**src/rtl/ucpb_pkg.sv**
```systemverilog
// shared types and constants for the unique colour palette builder
package ucpb_pkg;

	localparam int TABLE_DEPTH      = 4096;
	localparam int PALETTE_SIZE     = 256;
	localparam int TBL_AW           = $clog2(TABLE_DEPTH);
	localparam int CNT_W            = $clog2(TABLE_DEPTH + 1);
	localparam int SLOT_W           = $clog2(PALETTE_SIZE + 1);
	localparam int COLOR_W          = 8;
	localparam int RGB_W            = 3 * COLOR_W;
	localparam int PSLOT_W          = 8;
	localparam int QUEUE_DEPTH      = 2;
	localparam int QPTR_W           = $clog2(QUEUE_DEPTH);
	localparam int QCNT_W           = $clog2(QUEUE_DEPTH + 1);
	localparam int APB_AW           = 3;
	localparam int APB_DW           = 32;
	localparam logic [PSLOT_W-1:0] FIRST_SLOT_RESET = PSLOT_W'(8);
	localparam logic [0:0] REG_FIRST_SLOT = 1'b0;

	typedef struct packed {
		logic [RGB_W-1:0] rgb;
		logic             last;
	} item_t;

	typedef struct packed {
		logic               load;
		logic [PSLOT_W-1:0] slot;
		logic [PSLOT_W-1:0] first_slot;
	} cfg_t;

	typedef struct packed {
		logic               done;
		logic               is_new;
		logic [CNT_W-1:0]   unique_count;
		logic               palette_write;
		logic [PSLOT_W-1:0] palette_slot;
		logic [RGB_W-1:0]   palette_rgb;
		logic [SLOT_W-1:0]  colors_allocated;
		logic               image_done;
	} result_t;

	typedef enum logic [1:0] {
		ST_IDLE   = 2'b01,
		ST_SEARCH = 2'b10
	} state_t;

endpackage

```
**src/rtl/ucpb_front.sv**
```systemverilog
// input capture: packs the pixel and holds it in a short queue for the search engine
module ucpb_front (
	input  logic                         clk,
	input  logic                         arst_n,
	input  logic                         start,
	input  logic [ucpb_pkg::COLOR_W-1:0] red,
	input  logic [ucpb_pkg::COLOR_W-1:0] green,
	input  logic [ucpb_pkg::COLOR_W-1:0] blue,
	input  logic                         last_pixel,
	output logic                         busy,
	output logic                         item_valid,
	output ucpb_pkg::item_t              item,
	input  logic                         item_pop
);

	ucpb_pkg::item_t                    mem_q [ucpb_pkg::QUEUE_DEPTH];
	logic [ucpb_pkg::QPTR_W-1:0]        wr_ptr_q;
	logic [ucpb_pkg::QPTR_W-1:0]        rd_ptr_q;
	logic [ucpb_pkg::QCNT_W-1:0]        count_q;
	logic                               push;
	logic                               pop;
	ucpb_pkg::item_t                    new_item;

	assign busy       = (count_q == ucpb_pkg::QCNT_W'(ucpb_pkg::QUEUE_DEPTH));
	assign item_valid = (count_q != '0);
	assign item       = mem_q[rd_ptr_q];
	assign push       = start && !busy;
	assign pop        = item_pop && item_valid;

	always_comb begin
		new_item.rgb  = {red, green, blue};
		new_item.last = last_pixel;
	end

	always_ff @(posedge clk) begin
		if (push) begin
			mem_q[wr_ptr_q] <= new_item;
		end
	end

	always_ff @(posedge clk or negedge arst_n) begin
		if (!arst_n) begin
			wr_ptr_q <= '0;
			rd_ptr_q <= '0;
			count_q  <= '0;
		end else begin
			if (push) begin
				wr_ptr_q <= (wr_ptr_q == ucpb_pkg::QPTR_W'(ucpb_pkg::QUEUE_DEPTH - 1)) ?
					'0 : wr_ptr_q + 1'b1;
			end
			if (pop) begin
				rd_ptr_q <= (rd_ptr_q == ucpb_pkg::QPTR_W'(ucpb_pkg::QUEUE_DEPTH - 1)) ?
					'0 : rd_ptr_q + 1'b1;
			end
			if (push && !pop) begin
				count_q <= count_q + 1'b1;
			end else if (pop && !push) begin
				count_q <= count_q - 1'b1;
			end
		end
	end

endmodule

```
**config.mk**
```make
export PLATFORM = sky130hd
export DESIGN_NAME = ucpb_front
export DESIGN_NICKNAME = d
export VERILOG_FILES = /design/src/rtl/ucpb_pkg.sv /design/src/rtl/ucpb_front.sv
export SDC_FILE = /design/constraint.sdc
export NUM_CORES = 1
export LEC_CHECK = 0
export ABC_AREA = 1
export BUFFER_PORTS_ARGS = -buffer_cell sky130_fd_sc_hd__buf_2
export CORE_MARGIN = 1.5
export CORE_UTILIZATION = 51
export CTS_BUF_LIST = sky130_fd_sc_hd__clkbuf_16
export CTS_CLUSTER_DIAMETER = 50
export DETAILED_ROUTE_END_ITERATION = 12
export PLACE_DENSITY = 0.8
export SYNTH_ARGS = -nofsm -noshare
export SYNTH_HDL_FRONTEND = slang
export SYNTH_SLANG_ARGS = --single-unit
```
**constraint.sdc**
```tcl
create_clock -name clk -period 2.3 [get_ports clk]
set_input_delay 0.345 -clock clk [delete_from_list [all_inputs] [get_ports clk]]
set_output_delay 0.345 -clock clk [all_outputs]
set_load 0.01 [all_outputs]
```
# == Word-level counts from Yosys, hierarchy flattened ==
# Memories as Yosys holds them, arrays and structs flattened.
# Index checks and enable logic that the tools add are counted.
# word_totals
ff_bits,4
latch_bits,0
ramBits,50
mem_bits_ro,0
input_bits,29
out_inout_bits,27
wordCells,24
memories,1
# op_classes
n_addsub,4
multipliers,0
div_mod_pow,0
order_cmp,0
n_eq_ne,1
n_shift,0
n_mux,6
n_bitwise,0
reduce_logical,9
# mem_list
memory,words,word_bits,read_ports,rd_clocked_by_memory_dff,write_ports,line,source
mem_q,2,25,1,0,1,ucpb_front.sv:16,ucpb_pkg::item_t mem_q [ucpb_pkg::QUEUE_DEPTH];
# ops
cell,n
$logic_and A1 B1 Y1,4
$mux W1,4
$mux W2,2
$reduce_bool A2 Y1,2
$logic_not A1 Y1,3
$add A1 B1 Y1 const B,2
$add A2 B1 Y2 const B,1
$eq A2 B2 Y1 const B,1
$sub A2 B1 Y2 const B,1

# == Longest topological paths before layout ==
# depth
word_depth,7
depth_mapped,9

# == Least setup slack after synthesis ==
# No wires, ideal clock.
# synth_timing
kind,register -> register
start,register count_q[1] (netlist bit)
end,memory mem_q[1][0] (netlist bit) (enable)
setup_time_ps,407
arrival_time_ps,1661
slack_ps,233
stages_incl_launch_ff,4
path_buffers,0
period_less_slack_ps,2067
cell_sequence,dfrtp_1 > inv_1 > o21ai_0 > nor2_1
# synth_between
elab_chain_len,5
# synth_rtl
item,line,source
"start, declared",ucpb_front.sv:19,logic [ucpb_pkg::QCNT_W-1:0] count_q;
"start signal, assigned",ucpb_front.sv:56,count_q <= count_q + 1'b1;
"start signal, assigned",ucpb_front.sv:58,count_q <= count_q - 1'b1;
$eq A2 B2 Y1,ucpb_front.sv:24,assign busy = (count_q == ucpb_pkg::QCNT_W'(ucpb_pkg::QUEUE_DEPTH));
$logic_not A1 Y1,ucpb_front.sv:27,assign push = start && !busy;
$logic_and A1 B1 Y1,ucpb_front.sv:27,
$mux W1,ucpb_front.sv:36,if (push) begin
$mux W1 (implied by the code),ucpb_front.sv:37,mem_q[wr_ptr_q] <= new_item;
"end, declared",ucpb_front.sv:16,
# Every way passes these cells.

==> impl_metrics.py <==
metrics = {
    "cells_and_area": {
        "layout-drive-gt1-share": 0.329,
        "area_delta_synth_final_pct": 25.1,
        "antenna_cells": 0,
        "mostFrequentLayoutCells": "nand2_1 (83), buf_2 (55), edfxtp_1 (50)",
        "layout.cells.most_common": "nand2_1",
        "finalNetCount": 254,
    },
    "synth": {
        "synth_fp_nets": 192,
        "syn_area_per_cell_um2": 12.8,
        "synth_enable_flop_cells": 50,
        "ys_seq_elements": 54,
        "synth.top_cell.area_share": 0.723,
        "synth_seq_area_share": 0.771,
        "synth_ff_type": "edfxtp_1",
        "synth_area_mm2": 0.00208,
        "synth_cell_types": 17,
        "yosysTopAreaCell": "edfxtp_1",
        "ys_async_sr_fraction": 0.0741,
        "synth_cells": 162,
        "synth_area_leaders": "edfxtp_1 (72%), nand2_1 (15%), dfrtp_1 (4.8%)",
        "ys_warn_count": 0,
    },
    "timing": {
        "worst_pin_slew_ns": 0.541,
        "finClkSkew_ns": 0.00656,
        "relSlewSlack": 0.639,
        "final-max-slew-violation-count": 0,
        "setup-tns-final_ns": 0,
        "final-hold-violation-count": 0,
        "finalCriticalPeriod_ns": 1.88,
        "setup_viol_count_final": 0,
        "hold_ws_ns": 0.242,
        "max_freq_ghz": 0.531,
        "post-route-period-util": 0.819,
        "grt_setup_unrepaired": "false",
    },
    "flow_run": {
        "maxCapViolCount": 0,
    },
    "die": {
        "die_w_um": 66.8,
        "fp-row-count": 23,
        "die-area_mm2": 0.00446,
        "core_area_mm2": 0.00394,
        "dieHeight_um": 66.8,
        "io_pins": 56,
        "start_util": 0.527,
    },
    "grt": {
        "grt_pass1_vias": 1110,
        "grt_pass1_wl_um": 4930,
        "grt-ovfl-total": 0,
        "antenna_found_initial": 0,
        "grt_max_degree": 27,
        "grt_use_total": 0.158,
    },
    "critical_path": {
        "crit_chain": "buf_4, nand2_1, nand2_1, buf_2",
        "arrival_ns": 1.54,
        "rrSetupSlack_ns": 0.76,
        "path_buf_inv": 2,
        "path_common_cell": "nand2_1",
        "critPathCaptureType": "output port",
        "cpLargestDelayFamily": "flip-flops",
        "crit_type": "flip-flop to output port",
        "cpPeakStageDelay_ns": 0.68,
        "start_kind": "flip-flop",
        "worstPathRequired_ns": 1.96,
        "critPathSlowestCell": "dfrtp_1",
        "cp_max_fo": 16,
    },
    "run_status": {
        "status": "complete, no violations",
    },
    "min_path": {
        "hold_path_class": "input port to flip-flop",
    },
    "placed_design": {
        "io_buffers": 55,
        "dp_hpwl_um": 2290,
        "gp_congestion": 0.690,
    },
    "clock_tree": {
        "cts.htree.levels": 2,
        "postCtsSetupBuffers": 0,
        "clock_path_buffers": 2,
        "insertion_delay_ns": 0.29,
        "path_clk_slew_ns": 0.07,
        "root_buffer": "clkbuf_16",
        "numCtsBuffers": 5,
        "cts_tree": "built",
        "clock-sinks": 54,
    },
    "routing": {
        "antenna_left": 0,
        "drc": 0,
        "wl_um": 3370,
        "firstDrtPassIters": 4,
        "drt-wirelength-per-cell_um": 12.3,
        "via_per_inst": 4.63,
        "routed-via-count": 1274,
        "first_iter_violations": 52,
    },
    "power_and_ir_drop": {
        "p_leak_nw": 1.17,
        "irDropWorstVdd_uv": 705,
        "finalPower_mw": 3.41,
        "cellPowerDensity_mw_per_mm2": 1310,
    },
}
==> registers in the layout, indices dropped and copies added, names as in the netlist <==
signal	flops
mem_q	50
count_q	2
rd_ptr_q	1
wr_ptr_q	1
==> worst register-to-register path: cells and delay by family (launching register included) <==
family | cells | cell delay (ns)
simple gates | 3 | 0.22
flops | 1 | 0.38
buf+inv | 3 | 0.61
==> through the flow <==
step | utilization | instances | instance area [um2] | worst slack, ns
2_1_floorplan | - | 162 | 2080 | 0.233
4_1_cts | 0.659 | 275 | 2600 | 0.404
3_3_place_gp | 0.608 | 266 | 2400 | 0.730
3_5_place_dp | 0.608 | 266 | 2400 | 0.717
5_1_grt | 0.659 | 275 | 2600 | 0.270
6_report | 0.659 | 275 | 2600 | 0.417
==> routing by layer <==
layer | up-vias | routed length [um] | GRT usage
met3 | 5 | 246 | 0.0524
met1 | 568 | 1370 | 0.203
met5 | - | 0 | 0
li1 | 658 | - | -
met2 | 43 | 1720 | 0.255
met4 | 0 | 32 | 0.0536
==> power breakdown <==
group | switching [mW] | internal, mW | leakage (nW)
Combinational | 0.657 | 0.376 | 0.561
Clock | 0.310 | 0.619 | 0.0915
Sequential | 0.106 | 1.34 | 0.513
==> area by class of cell <==
class | count | area [um2]
Clock buffer | 5 | 125
Clock inverter | 3 | 63.8
Fill cell | 293 | 1350
Inverter | 8 | 32.5
Multi-Input combinational cell | 95 | 397
Sequential cell | 54 | 1600
Tap cell | 50 | 62.6
Timing Repair Buffer | 60 | 315
==> logic make-up after synthesis <==
family | share of synthesized area
XOR/XNOR | 0.00422
flip-flops | 0.771
AO/OA/AOI/OAI | 0.00241
buffers and inverters | 0.0392
AND/OR/NAND/NOR | 0.177
adder cells (fa/ha/maj) | 0.00602
==> what timing repair did <==
action | 4_1_cts | 5_1_grt
resized for setup | 0 | 0
hold buffers | 1 | 0
endpoints found under the hold margin | 4 | 0
==> Yosys cell counts (2+ instances only) <==
cell type,n
buf_4,2
buf_6,3
dfrtp_1,4
edfxtp_1,50
inv_1,6
nand2_1,83
nand2_2,3
nand3_1,2
==> final timing paths <==
| check | startpoint | endpoint | depth (start not counted) |
|---|---|---|---|
| setup / recovery | rd_ptr_q$_DFFE_PN0P_ | item[23] | 4 |
| hold / removal | green[0] | mem_q[0][9]$_DFFE_PP_ | 1 |
| setup reg to reg | count_q[1]$_DFFE_PN0P_ | mem_q[0][6]$_DFFE_PP_ | 6 |
| hold reg to reg | count_q[1]$_DFFE_PN0P_ | count_q[1]$_DFFE_PN0P_ | 2 |
| max in group asynchronous | arst_n | wr_ptr_q$_DFFE_PN0N_ | 2 |
| min in group asynchronous | arst_n | count_q[1]$_DFFE_PN0P_ | 2 |
Note: power is estimated with default switching activity, not from simulation.
